File: src/rtl/core/mma_pkg.sv
// ---------------------------------------------------------------------------
// mma_pkg: shared types and constants for the moving average block
// Holds phase encoding, item kinds and the job record passed front to back.
// ---------------------------------------------------------------------------
package mma_pkg;

	localparam int DEPTH_DEF    = 1024;
	localparam int CHANNELS_DEF = 16;
	localparam int SAMPLE_W     = 32;
	localparam int CNT_W        = 5;
	localparam int CH_W         = 4;
	localparam int SETS_W       = 11;

	typedef enum logic [1:0] {
		KIND_SAMPLE  = 2'd0,
		KIND_CLOSE   = 2'd1,
		KIND_RESTART = 2'd2,
		KIND_NONE    = 2'd3
	} kind_t;

	typedef enum logic [1:0] {
		PH_WAITING  = 2'd0,
		PH_BUILDING = 2'd1,
		PH_PENDING  = 2'd2,
		PH_CLOSED   = 2'd3
	} phase_t;

	typedef enum logic [1:0] {
		BK_IDLE = 2'd0,
		BK_READ = 2'd1,
		BK_SUM  = 2'd2,
		BK_DIV  = 2'd3
	} back_state_t;

	// work request from the front part to the back part
	typedef struct packed {
		logic [SAMPLE_W-1:0] sample;
		logic [CH_W-1:0]     ch;
		logic                last;
		logic                closed;
		logic [SETS_W-1:0]   sets;
	} job_t;

endpackage

File: src/rtl/core/mma_queue.sv
// ---------------------------------------------------------------------------
// mma_queue: two-entry job queue
// Decouples the classifier from the arithmetic back part.
// ---------------------------------------------------------------------------
module mma_queue
	import mma_pkg::*;
#(
	parameter int SLOT_W = 10
)(
	input  logic              clk,
	input  logic              arst_n,
	input  logic              clear,
	input  logic              wr_valid,
	output logic              wr_ready,
	input  job_t              wr_job,
	input  logic [SLOT_W-1:0] wr_slot,
	output logic              rd_valid,
	input  logic              rd_ready,
	output job_t              rd_job,
	output logic [SLOT_W-1:0] rd_slot
);
	job_t              job_q [2];
	logic [SLOT_W-1:0] slot_q [2];
	logic              wp_q, rp_q;
	logic [1:0]        fill_q;
	logic              push, pop;

	assign wr_ready = (fill_q != 2'd2);
	assign rd_valid = (fill_q != 2'd0);
	assign push = wr_valid && wr_ready;
	assign pop  = rd_valid && rd_ready;
	assign rd_job  = job_q[rp_q];
	assign rd_slot = slot_q[rp_q];

	// store entries
	always_ff @(posedge clk) begin
		if (push) begin
			job_q[wp_q]  <= wr_job;
			slot_q[wp_q] <= wr_slot;
		end
	end

	// advance pointers; restart is taken only with no sample in flight
	always_ff @(posedge clk or negedge arst_n) begin
		if (!arst_n) begin
			wp_q   <= 1'b0;
			rp_q   <= 1'b0;
			fill_q <= '0;
		end else begin
			if (push)
				wp_q <= ~wp_q;
			if (pop)
				rp_q <= ~rp_q;
			fill_q <= fill_q + {1'b0, push} - {1'b0, pop};
		end
	end

	logic unused_clear;
	assign unused_clear = clear;
endmodule

File: config.mk
export PLATFORM = sky130hd
export DESIGN_NAME = mma_queue
export DESIGN_NICKNAME = d
export VERILOG_FILES = /design/src/rtl/core/mma_pkg.sv /design/src/rtl/core/mma_queue.sv
export SDC_FILE = /design/constraint.sdc
export NUM_CORES = 1
export LEC_CHECK = 0
export BUFFER_PORTS_ARGS = -buffer_cell sky130_fd_sc_hd__buf_2
export CAP_MARGIN = 0
export CORE_MARGIN = 4
export CORE_UTILIZATION = 25
export CTS_BUF_LIST = sky130_fd_sc_hd__clkbuf_16
export CTS_CLUSTER_DIAMETER = 50
export DETAILED_ROUTE_END_ITERATION = 6
export PLACE_DENSITY = 0.5
export SETUP_SLACK_MARGIN = 0.4
export SYNTH_ARGS = -nofsm -noshare
export SYNTH_HDL_FRONTEND = slang
export SYNTH_SLANG_ARGS = --single-unit
File: constraint.sdc
create_clock -name clk -period 6.3 [get_ports clk]
set_input_delay 0.63 -clock clk [delete_from_list [all_inputs] [get_ports clk]]
set_output_delay 0.63 -clock clk [all_outputs]
set_load 0.03 [all_outputs]
# == Word level (Yosys, flattened, before mapping) ==
# Memory sizes are Yosys's and may differ from the RTL's.
# Index checks and enable logic that the tools add are counted.
# classes
addsub,2
mul,0
div,0
magnitude_cmp,0
eq_ne,1
n_shift,0
mux,2
bitwise_logic,2
reduce_logical,3
# op_table
operator,n
2-bit by 1-bit adder with 2-bit output,1
1-bit logical AND,2
1-bit two-way mux,2
"2-bit != test, second input constant",1
1-bit inverter,2
2-bit nonzero test,1
2-bit by 1-bit subtractor with 2-bit output,1
# word_totals
ff_bits,4
latch_bits,0
ram_bits,118
mem_bits_ro,0
inputBits,64
wordCells,15
mem_count,2
# mem_list
name,depth,width,rd,rd_ports_with_merged_regs,wr,line,source
job_q,2,49,1,0,1,mma_queue.sv:22,job_t job_q [2];
slot_q,2,10,1,0,1,mma_queue.sv:23,logic [SLOT_W-1:0] slot_q [2];

# == Longest topological paths before layout ==
# depth
ltp_word,4
mapped_depth,7
mapped_depth_nobuf,7

# == Worst setup path after synthesis ==
# Ideal clock, no wire load.
# synth_path
path_kind,reg2reg
start,register fill_q[1]
end,"memory job_q[0][0] (netlist bit), enable pin"
setup_time_ps,476
arrival_ps,3316
slack_ps,2508
stages_incl_launch_ff,4
n_path_buf,0
cell_sequence,dfrtp_1 -> nand2b_1 -> nand2_1 -> nor2_1
# synth_between
elab_chain_cells,4
# synth_rtl
element,line,source
"start, declared",mma_queue.sv:25,logic [1:0] fill_q;
"start signal, assigned",mma_queue.sv:54,"fill_q <= fill_q + {1'b0, push} - {1'b0, pop};"
2-bit != test,mma_queue.sv:28,assign wr_ready = (fill_q != 2'd2);
via wr_ready,mma_queue.sv:14,"output logic wr_ready,"
1-bit logical AND,mma_queue.sv:30,assign push = wr_valid && wr_ready;
1-bit two-way mux,mma_queue.sv:37,if (push) begin
1-bit two-way mux (implied by the code),mma_queue.sv:38,job_q[wp_q] <= wr_job;
"end, declared",mma_queue.sv:22,
# The timed path passes the listed nets, and every way through them passes these cells.

==> results.sh <==
export IMPL_grt_use_met3_pct=3.804
export IMPL_root_buffer="clkbuf_16"
export IMPL_drt_iter0_drc=121
export IMPL_dr_pass1_iters=4
export IMPL_syn_to_final_growth_pct=30.70
export IMPL_numPortBuffers=123
export IMPL_cp_arrival_ns=2.34
export IMPL_viasPerCell=3.915
export IMPL_hold_violations=0
export IMPL_relSlewSlack_pct=32.90
export IMPL_dpl_cell_area_um2=5562
export IMPL_io_pins=125
export IMPL_p_leak_nw=2.470
export IMPL_status="finished, final reports clean"
export IMPL_synth_area_leaders="edfxtp_1 (75%), mux2_4 (19%), dfrtp_1 (2.1%), buf_6 (1.7%), xnor2_1 (0.56%)"
export IMPL_tightest_slew_ns=1.006
export IMPL_ys_types=14
export IMPL_synth_largest_area_cell="edfxtp_1"
export IMPL_finalNetCount=404
export IMPL_endpoint_kind="primary output"
export IMPL_clkSinkCount=122
export IMPL_cap_viol_max_count=0
export IMPL_stdcell_area_um2=6152
export IMPL_cts_hold_buf=0
export IMPL_netlist_area_um2=4707
export IMPL_ctsResizeCount=0
export IMPL_synth_top_area_share_pct=75.28
export IMPL_initial_core_util_pct=25.85
export IMPL_drtAntennaViolNets=0
export IMPL_vias=2267
export IMPL_fin_skew_ns=0.004910
export IMPL_grt_pass1_vias=2560
export IMPL_grt_usage_pct=8.737
export IMPL_instances_no_fill=579
export IMPL_die_h_um=145.2
export IMPL_path_class="flip-flop to primary output"
export IMPL_antenna_found_initial=0
export IMPL_dieArea_um2=21090
export IMPL_fin_crit_ns=2.971
export IMPL_antenna_cells=0
export IMPL_clk_pin_slew_ns=0.05
export IMPL_numCtsBuffers=17
export IMPL_htree_levels=4
export IMPL_met2_usage_pct=14.02
export IMPL_clk_insertion_delay_late_ns=0.40
export IMPL_synth_seq_cells=122
export IMPL_worst_path_max_fanout=51
export IMPL_hpwl_um=5517
export IMPL_grt_pass1_wl_um=13930
export IMPL_wire_per_inst_um=15.22
export IMPL_grt_met1_usage_pct=9.924
export IMPL_grt_setup_unrepaired="false"
export IMPL_min_path_type="primary input to asynchronous set/reset pin"
export IMPL_core_um2=18210
export IMPL_finalSetupViolCount=0
export IMPL_drv_slew=0
export IMPL_place_gp_congestion=0.6358
export IMPL_crit_required_ns=5.67
export IMPL_power_density_nw_per_um2=538.7
export IMPL_drive_gt1_share_pct=60.86
export IMPL_yosysWarningCount=0
export IMPL_placed_cells=548
export IMPL_ir_drop_v=0.0003467
export IMPL_syn_inst=201
export IMPL_fmax_mhz=336.6
export IMPL_tns_ns=0
export IMPL_clockBufferDepth=2
export IMPL_grt_ovfl_total=0
export IMPL_post_cts_buffers=0
export IMPL_die_w_um=145.2
export IMPL_grt_start_max_net_pins=60
export IMPL_min_period_over_period_pct=47.16
export IMPL_cts_tree="yes"
export IMPL_yosysSeqAreaShare_pct=77.41
export IMPL_start_kind="flip-flop"
export IMPL_drc=0
export IMPL_drt_wl_total_um=8813
export IMPL_synth_fp_nets=267
export IMPL_rows=49
export IMPL_avgSynthCellArea_um2=23.42
export IMPL_grt_busiest_layer="met2"
==> metal layers <==
metal | wire length (µm) | vias to the layer above
met5 | 0 | -
met4 | 158 | 0
li1 | - | 1067
met3 | 541 | 14
met2 | 4328 | 75
met1 | 3784 | 1111
==> synthesized netlist by cell type <==
library cell	instances
dfrtp_1	4
ha_1	2
and3_1	1
buf_6	7
xnor2_1	3
edfxtp_1	118
xor2_1	1
mux2_4	59
inv_1	1
nand2b_1	1
nor2_1	1
and2_4	1
or2_1	1
nand2_1	1
==> worst max-delay path, cell delays in order (launching register included) <==
cell and delay (ns):
dfrtp_4 0.53, buf_4 0.80, mux2_4 0.36, buf_2 0.18
==> cells in the final DEF (no fill, tap or decap) <==
cell,netlist,routed
and3_4,0,1
xnor2_1,3,3
dfrtp_4,0,1
dfrtp_1,4,3
clkinv_1,0,2
edfxtp_1,118,118
clkbuf_16,0,17
or2_1,1,1
buf_2,0,123
mux2_4,59,59
nand2b_1,1,1
inv_1,1,5
nor2_4,0,1
xor2_1,1,1
nand2_1,1,1
clkinv_2,0,3
clkinvlp_4,0,1
buf_4,0,2
and2_4,1,1
bufinv_16,0,4
ha_1,2,2
==> registers in the layout, indices dropped and copies added (netlist names) <==
name and flops:
fill_q 2, job_q 98, rp_q 1, slot_q 20
wp_q 1
==> power breakdown <==
| group | switching (W) | internal, W |
|---|---|---|
| Clock | 0.000322 | 0.000647 |
| Combinational | 0.000711 | 0.000456 |
| Sequential | 0.0000611 | 0.00112 |
| Total | 0.00109 | 0.00222 |
==> path summary, 6_finish.rpt <==
kind                            start           end  slack (ns)  depth (start not counted)
max                              rp_q    rd_job[37]        3.33                          3
max in group asynchronous      arst_n          rp_q        6.14                          1
min reg2reg                 fill_q[0]     fill_q[0]        0.51                          1
min in group clk           wr_slot[2]  slot_q[1][2]        0.42                          1
min                            arst_n     fill_q[0]        0.02                          1
max reg2reg                 fill_q[1]  job_q[0][30]        3.94                          4
==> through the flow <==
| step | total power (W) | setup slack, ns | utilization [%] | hold WS (ns) |
|---|---|---|---|---|
| after floorplan | 0.002118 | 2.508 | - | 0.3344 |
| after global placement | 0.002381 | 3.691 | 30.54 | 0.4395 |
| after detailed placement | 0.002396 | 3.656 | 30.54 | 0.4437 |
| after CTS | 0.003384 | 3.240 | 33.79 | 0.001440 |
| after global routing | 0.003478 | 3.204 | 33.79 | 0.001894 |
| final | 0.003314 | 3.329 | 33.79 | 0.02400 |
==> logic make-up after synthesis <==
group                      Yosys count  synth area share [%]
DFF                                122                 77.41
and+or+nand+nor                      6                0.7444
muxes                               59                 18.82
adders and majority gates            2                0.5315
xor gates and xnor gates             4                0.7444
buffers and inverters                8                 1.754
==> area by class of cell <==
type / count / area, µm²
multi-input cells: 71 / 993.5
clock buffers: 17 / 425.4
repair buffers: 125 / 630.6
flip-flops and latches: 122 / 3647
clock inverters: 14 / 165.2
inverters: 1 / 3.754
well taps: 229 / 286.5
fillers: 1762 / 12060
No activity file was read; power rests on OpenSTA's default activity.
