--- config.mk ---
export PLATFORM = sky130hd
export DESIGN_NAME = mma_front
export DESIGN_NICKNAME = d
export VERILOG_FILES = /design/src/rtl/core/mma_pkg.sv /design/src/rtl/core/mma_front.sv
export SDC_FILE = /design/constraint.sdc
export NUM_CORES = 1
export LEC_CHECK = 0
export ABC_AREA = 1
export BUFFER_PORTS_ARGS = -buffer_cell sky130_fd_sc_hd__buf_2
export CORE_ASPECT_RATIO = 0.9
export CORE_MARGIN = 4
export CORE_UTILIZATION = 35
export DETAILED_ROUTE_END_ITERATION = 12
export GPL_ROUTABILITY_DRIVEN = 0
export PLACE_DENSITY = 0.69
export SYNTH_ARGS = -nofsm -noshare
export SYNTH_HDL_FRONTEND = slang
export SYNTH_SLANG_ARGS = --single-unit
--- constraint.sdc ---
create_clock -name clk -period 3.66 [get_ports clk]
set_clock_uncertainty 0.05 [all_clocks]
set_input_delay 0 -clock clk [delete_from_list [all_inputs] [get_ports clk]]
set_output_delay 0 -clock clk [all_outputs]
set_load 0.05 [all_outputs]
--- src/rtl/core/mma_pkg.sv ---
// ---------------------------------------------------------------------------
// mma_pkg: shared types and constants for the moving average block
// Holds phase encoding, item kinds and the job record passed front to back.
// ---------------------------------------------------------------------------
package mma_pkg;

	localparam int DEPTH_DEF    = 1024;
	localparam int CHANNELS_DEF = 16;
	localparam int SAMPLE_W     = 32;
	localparam int CNT_W        = 5;
	localparam int CH_W         = 4;
	localparam int SETS_W       = 11;

	typedef enum logic [1:0] {
		KIND_SAMPLE  = 2'd0,
		KIND_CLOSE   = 2'd1,
		KIND_RESTART = 2'd2,
		KIND_NONE    = 2'd3
	} kind_t;

	typedef enum logic [1:0] {
		PH_WAITING  = 2'd0,
		PH_BUILDING = 2'd1,
		PH_PENDING  = 2'd2,
		PH_CLOSED   = 2'd3
	} phase_t;

	typedef enum logic [1:0] {
		BK_IDLE = 2'd0,
		BK_READ = 2'd1,
		BK_SUM  = 2'd2,
		BK_DIV  = 2'd3
	} back_state_t;

	// work request from the front part to the back part
	typedef struct packed {
		logic [SAMPLE_W-1:0] sample;
		logic [CH_W-1:0]     ch;
		logic                last;
		logic                closed;
		logic [SETS_W-1:0]   sets;
	} job_t;

endpackage

--- src/rtl/core/mma_front.sv ---
// ---------------------------------------------------------------------------
// mma_front: request classifier
// Tracks phase, set position, window length and oldest slot; emits jobs.
// ---------------------------------------------------------------------------
module mma_front
	import mma_pkg::*;
#(
	parameter int DEPTH    = DEPTH_DEF,
	parameter int CHANNELS = CHANNELS_DEF,
	parameter int SLOT_W   = $clog2(DEPTH)
)(
	input  logic                clk,
	input  logic                arst_n,
	input  logic [CNT_W-1:0]    count_q,
	input  logic                idle,
	input  logic                in_valid,
	output logic                in_ready,
	input  logic [1:0]          in_kind,
	input  logic [SAMPLE_W-1:0] in_sample,
	output logic                job_valid,
	input  logic                job_ready,
	output job_t                job,
	output logic [SLOT_W-1:0]   job_slot,
	output logic                clear
);
	localparam int CHS_W = (CHANNELS > 1) ? $clog2(CHANNELS) : 1;

	phase_t            phase_q;
	logic [SETS_W-1:0] sets_q;
	logic [SLOT_W-1:0] oldest_q;
	logic [CHS_W-1:0]  pos_q;

	logic [CNT_W-1:0]  cnt;
	logic              last;
	logic [SETS_W-1:0] sets_n;
	logic              fire;
	logic              full_n;

	// clamp channel count into 1..CHANNELS
	always_comb begin
		cnt = count_q;
		if (cnt == '0)
			cnt = CNT_W'(1);
		if (32'(cnt) > CHANNELS)
			cnt = CNT_W'(CHANNELS);
	end

	assign last = (32'(pos_q) + 1 >= 32'(cnt));
	assign sets_n = ((pos_q == '0) && (32'(sets_q) < DEPTH)) ? sets_q + 1'b1 : sets_q;
	assign full_n = (32'(sets_n) >= DEPTH);

	// samples need queue room; restart waits until no sample is in flight
	assign in_ready = (kind_t'(in_kind) == KIND_SAMPLE) ? job_ready
		: (kind_t'(in_kind) == KIND_RESTART) ? idle : 1'b1;
	assign fire = in_valid && in_ready;
	assign job_valid = in_valid && (kind_t'(in_kind) == KIND_SAMPLE);
	assign clear = fire && (kind_t'(in_kind) == KIND_RESTART);

	// build the job
	always_comb begin
		job.sample = in_sample;
		job.ch     = CH_W'(pos_q);
		job.last   = last;
		job.closed = (phase_q == PH_CLOSED);
		job.sets   = (phase_q == PH_CLOSED) ? sets_q : sets_n;
		if (phase_q == PH_CLOSED)
			job_slot = oldest_q;
		else
			job_slot = (sets_n == '0) ? '0 : SLOT_W'(sets_n - 1'b1);
	end

	// advance window control
	always_ff @(posedge clk or negedge arst_n) begin
		if (!arst_n) begin
			phase_q  <= PH_WAITING;
			sets_q   <= '0;
			oldest_q <= '0;
			pos_q    <= '0;
		end else if (fire) begin
			case (kind_t'(in_kind))
				KIND_RESTART: begin
					phase_q  <= PH_WAITING;
					sets_q   <= '0;
					oldest_q <= '0;
					pos_q    <= '0;
				end
				KIND_CLOSE: begin
					if (phase_q == PH_BUILDING)
						phase_q <= (pos_q == '0) ? PH_CLOSED : PH_PENDING;
				end
				KIND_SAMPLE: begin
					if (phase_q != PH_CLOSED)
						sets_q <= sets_n;
					if (last) begin
						pos_q <= '0;
						if (phase_q == PH_CLOSED) begin
							oldest_q <= (32'(oldest_q) + 1 >= 32'(sets_q)) ? '0
								: oldest_q + 1'b1;
						end else if (phase_q == PH_PENDING || full_n) begin
							phase_q  <= PH_CLOSED;
							oldest_q <= '0;
						end else begin
							phase_q <= PH_BUILDING;
						end
					end else begin
						pos_q <= pos_q + 1'b1;
						if (phase_q == PH_WAITING)
							phase_q <= PH_BUILDING;
					end
				end
				default: begin
				end
			endcase
		end
	end
endmodule

**After elaboration in Yosys (flattened, before gate mapping)**

Index checks and enable logic that the tools add are counted.

- Add/sub/neg operators: 6
- Magnitude comparators: 5
- Eq/ne operators: 12
- Muxes and demuxes: 24
- Reductions and logical operators: 16

Operator list:

| kind | count |
|---|---|
| two-way mux 10 bit | 6 |
| two-way mux 11 bit | 3 |
| case mux 11 bit (2 select lines) | 1 |
| case mux 10 bit (2 select lines) | 1 |
| adder 10 x 1 -> 11 bit, second input constant | 1 |
| adder 11 x 1 -> 11 bit, second input constant | 1 |
| greater-or-equal comparator 11 bit | 1 |
| greater-or-equal comparator 11 bit, second input constant | 1 |
| logical NOT 11 bit | 1 |
| < comparator 11 bit, second input constant | 1 |
| adder 10 x 1 -> 10 bit, second input constant | 1 |
| two-way mux 2 bit | 5 |
| two-way mux 5 bit | 2 |
| subtractor 10 x 1 -> 10 bit, second input constant | 1 |
| case mux 4 bit (2 select lines) | 1 |
| == test 2 bit, second input constant | 3 |
| inequality test 2 bit, second input constant | 3 |
| inequality test 3 x 2 -> 1 bit, second input constant | 2 |
| case mux 2 bit (3 select lines) | 1 |
| adder 4 x 1 -> 5 bit, second input constant | 1 |
| greater-or-equal comparator 5 bit | 1 |
| greater-than comparator 5 bit, second input constant | 1 |
| logical NOT 5 bit | 1 |
| AND reduction 5 bit | 1 |
| other kinds (15) | 22 |

- Register bits: 27
- Bits of input ports: 44
- Output and inout bits: 62
- Logic and storage cells: 67

**Longest topological paths before layout**

- Depth after elaboration: 9
- Gate-level depth with buffers: 15
- Depth with buffers taken out: 15

**Worst setup path after synthesis**

OpenSTA, ideal clock, no wires.

- Kind: register -> output
- Start: reg pos_q[0]
- End: out job_slot[6]
- Data arrival time: 2.679 ns
- Data required time: 3.610 ns
- Path slack: 0.931 ns
- Stages on the path, launching flop included: 12
- Path buffers: 0
- Path through: dfrtp_1 -> inv_1 -> ha_1 -> nand3_2 -> nand2_1 -> nand2_1 -> ha_1 -> nand2_1 -> nor2_1 -> nand2_1 -> xor2_1 -> o21ai_1

- Longest elaborated chain between the ends: 6
- Elaborated cells between the ends (all ways): 7
- Those cells by class: add/sub (1); mux (3); reduce/logical (3)

Ends and longest elaborated chain:

| what | RTL line | source |
|---|---|---|
| from (decl) | mma_front.sv:31 | `logic [CHS_W-1:0] pos_q;` |
| from (signal assigned) | mma_front.sv:106 | `pos_q <= pos_q + 1'b1;` |
| logical NOT 4 bit (*) | mma_front.sv:49 | `assign sets_n = ((pos_q == '0) && (32'(sets_q) < DEPTH)) ? sets_q + 1'b1 : sets_q;` |
| logical AND 1 bit (*) | mma_front.sv:49 |  |
| two-way mux 11 bit (*) | mma_front.sv:49 |  |
| subtractor 10 x 1 -> 10 bit / logical NOT 11 bit (equally long branches) | mma_front.sv:69 | `job_slot = (sets_n == '0) ? '0 : SLOT_W'(sets_n - 1'b1);` |
| two-way mux 10 bit (*) | mma_front.sv:69 |  |
| two-way mux 10 bit (*) | mma_front.sv:66 | `if (phase_q == PH_CLOSED)` |
| to (decl) | mma_front.sv:23 | `output logic [SLOT_W-1:0] job_slot,` |

Mark *: on every way between the ends. The rest lies on a longest branch, timed or not.

**Final worst setup path**

- Start: reg oldest_q[0]
- End: reg oldest_q[2]

- Longest elaborated chain between the ends: 6
- Elaborated cells between the ends (all ways): 7
- Those cells by class: add/sub (2); order compare (1); mux (4)

Ends and longest elaborated chain:

| what | RTL line | source |
|---|---|---|
| from (decl) | mma_front.sv:30 | `logic [SLOT_W-1:0] oldest_q;` |
| from (signal assigned) | mma_front.sv:97 | `oldest_q <= (32'(oldest_q) + 1 >= 32'(sets_q)) ? '0` |
| adder 10 x 1 -> 11 bit | mma_front.sv:97 |  |
| greater-or-equal comparator 11 bit | mma_front.sv:97 |  |
| two-way mux 10 bit (*) | mma_front.sv:97 |  |
| two-way mux 10 bit (*) | mma_front.sv:96 | `if (phase_q == PH_CLOSED) begin` |
| two-way mux 10 bit (*) | mma_front.sv:94 | `if (last) begin` |
| case mux 10 bit (2 select lines) (*) | mma_front.sv:80 | `case (kind_t'(in_kind))` |

Mark *: on every way between the ends. The rest lies on a longest branch, timed or not. The select of a mux whose other input is x is not followed.
A chain may end at the register's enable or synchronous reset.

==> qor.csv <==
stage;metric;value;unit
final_layout;share of post-route cells with drive strength above 1;0.142;
logic_synthesis;Syn Area/Cell;6.63;um2
global_routing;total grt overflow;0;
min_path;Min-Delay Path Class;input pin to register;
critical_path;Critical Path AT;2.97;ns
power_and_ir_drop;pwr dens;716;nW/um2
global_routing;largest net degree at the start of global routing;28;
logic_synthesis;Yosys top cell area share;0.244;
floorplanning;Die H;92.4;um
detailed_routing;wire per inst;13.4;um
logic_synthesis;post-synthesis sequential area ratio;0.244;
critical_path;slowest cell on the critical path;dfrtp_1;
power_and_ir_drop;LEAKAGE;0.00171;uW
min_path;HP Start;in_valid;
logic_synthesis;Yosys reg bits;27;
detailed_routing;Remaining DRCs;0;
power_and_ir_drop;peak supply drop;1.07;mV
timing;Worst Tran Pin Value;0.655;ns
place;dpl hpwl;5730;um
logic_synthesis;syn nets;483;
min_path;hold depth;4;
critical_path;Critical Path Max Stage Delay;0.45;ns
cts;worst skew pair latency;0.29;ns
logic_synthesis;area of the mapped netlist;2770;um2
timing;RSZ-0062 raised after global routing;false;
cts;Num CTS Buffers;3;
logic_synthesis;Post-synth top cells;nand2_1 (125), inv_1 (47), buf_4 (33), nand3_1 (30), dfrtp_1 (27);
place;placed cell area;2850;um2
critical_path;Startpoint Class;register;
floorplanning;Initial Util;0.364;
timing;setup TNS;0;ns
critical_path;R2R setup slack;0.87;ns
timing;setup violators final;0;
logic_synthesis;Cell variety after synth;31;
critical_path;CP Max Fanout;10;
timing;crit share post-route;0.761;
cts;CTS root buffer;clkbuf_8;
cts;# hold bufs at CTS;35;
critical_path;critical path type;register to register;
detailed_routing;via count;2852;
cts;Worst-path clk slew;0.10;ns
critical_path;Critical Path RT;3.84;ns
critical_path;FF-to-FF End;oldest_q[2]$_DFFE_PN0P_;
job;max-cap violations;0;
timing;Final Worst Setup Slack;0.873;ns
floorplanning;row count;30;
final_layout;Design Area, Final;3250;um2
detailed_routing;antenna-violating nets left;0;
logic_synthesis;Primary FF master, synth;dfrtp_1;
global_routing;vias in the first global route;2674;
critical_path;RR Startpoint;oldest_q[0]$_DFFE_PN0P_;
min_path;Hold Path End;pos_q[2]$_DFFE_PN0P_;
global_routing;antenna violations before repair;0;
logic_synthesis;Synth Instances;418;
run_status;status;completed;
place;Placement Setup Slack;0.910;ns
global_routing;All-Layer GR Usage;0.161;
logic_synthesis;top cells by area, synth;dfrtp_1 (24%), nand2_1 (17%), ha_1 (9.5%);
logic_synthesis;Synth area leader;dfrtp_1;
final_layout;nets@finish;530;
final_layout;ANT cells;0;
critical_path;Worst Reg2Reg Path Length in Cells;14;
logic_synthesis;count leader, synth;nand2_1;
detailed_routing;DR vias/cell;5.09;
critical_path;CP Capture Type;register;
logic_synthesis;ys async rst share;1.00;
detailed_routing;Detailed Route WL;7520;um
power_and_ir_drop;total power;2330;uW
global_routing;first-pass GRT wire length;12300;um
detailed_routing;TritonRoute pass-1 iters;5;
critical_path;Most common cell on crit path;nand3_1;
final_layout;final core occ;0.427;
floorplanning;die area;9400;um2
cts;CTS Buffer Depth;2;
timing;highest attainable clock frequency;359;MHz
cts;CTS tree;done;
floorplanning;I/O Pins;106;
timing;crit path time final;2.79;ns
timing;slew margin rel.;0.563;
timing;Final Slew Violations;0;
floorplanning;Core Footprint;7620;um2
logic_synthesis;Ys Warns;0;
final_layout;P&R area growth vs syn;17.5;%
timing;Hold Fails Final Rpt;0;
logic_synthesis;number of synthesized flops with an enable pin;0;
cts;setup bufs post-CTS;0;
cts;cells resized by post-CTS repair;0;
floorplanning;Die W;102;um
critical_path;cells along the critical path;ha_1 -> nand3_1 -> nor3_1 -> nand2_1 -> xor2_1 -> inv_1 -> ha_1 -> a21oi_1 -> o21a_1 -> nand3_1 -> a41oi_1 -> buf_4 -> nand3_1 -> nand2_1;
place;PortBufs;41;
detailed_routing;initial DRC count;164;
cts;CTS H-tree lvls;1;
cts;clock sink count;27;
sequential cells by signal, summed over array words and instances, names as in the netlist:
signal and count:
oldest_q 10, pos_q 4, sets_q 11, phase_q 2
area by class of cell:
class / instances / area, um2
repair buffers: 79 / 578
clock buffers: 3 / 41.3
fillers: 782 / 4370
inverters: 51 / 191
flip-flops and latches: 27 / 676
well taps: 96 / 120
clock inverters: 1 / 8.76
multi-input cells: 303 / 1640
cell usage in the layout, fill, tap and decap left out, types with 8 or more instances in the layout:
master         instances
nand2_1              125
inv_1                 47
buf_2                 41
dlygate4sd3_1         35
nand3_1               30
dfrtp_1               27
nor2_1                26
o21ai_0               24
ha_1                  21
xor2_1                12
o22ai_1               10
nand4_1                9
a21oi_1                9
o21ai_1                8
critical path, delay by kind of cell (launching register included):
family          cells  cell delay [ns]
simple gates        6             0.83
compound gates      3             0.44
fa+ha+maj           2             0.54
xor+xnor            1             0.15
flops               1             0.45
buf+inv             2             0.27
per-layer routing:
layer,routed length (um),global-route usage,vias up
met5,0,0,-
met4,127,0.0476,0
met3,450,0.0188,13
met2,3690,0.281,98
met1,3260,0.206,1322
li1,-,-,1419
power by group:
part           total [uW]  internal [uW]  leakage, uW  switching (uW)
Clock                 190           80.3    0.0000261             109
Combinational        1750            423      0.00132            1320
Sequential            397            335     0.000370            61.8
cells by family (layout without fill, tap and decap cells):
family                   after synthesis  after routing  synth area share
AND/OR/NAND/NOR                      210            210             0.335
buffers and inverters                 88            134             0.164
AO/OA/AOI/OAI                         58             58             0.118
flip-flops                            27             27             0.244
adder cells (fa/ha/maj)               21             21            0.0949
XOR/XNOR                              14             14            0.0443
how the worst max path moves through the flow:
| stage | from | endpoint | slack [ns] | cells after the start |
|---|---|---|---|---|
| floorplan | pos_q[0]$_DFFE_PN0P_ | job_slot[6] | 0.93 | 11 |
| global route | oldest_q[0]$_DFFE_PN0P_ | oldest_q[3]$_DFFE_PN0P_ | 0.54 | 14 |
| global placement | oldest_q[0]$_DFFE_PN0P_ | oldest_q[8]$_DFFE_PN0P_ | 1.11 | 14 |
| CTS | oldest_q[0]$_DFFE_PN0P_ | oldest_q[2]$_DFFE_PN0P_ | 0.87 | 14 |
| finish | oldest_q[0]$_DFFE_PN0P_ | oldest_q[2]$_DFFE_PN0P_ | 0.87 | 14 |
| detailed placement | oldest_q[0]$_DFFE_PN0P_ | oldest_q[2]$_DFFE_PN0P_ | 0.91 | 14 |
per-stage QoR:
stage                     hold slack, ns  cells
after floorplan                   -0.346    418
after global placement           -0.0497    521
after detailed placement         -0.0497    521
after CTS                         0.0632    560
after global routing               0.112    560
final                             0.0733    560
Note: power is estimated with default switching activity, not from simulation.
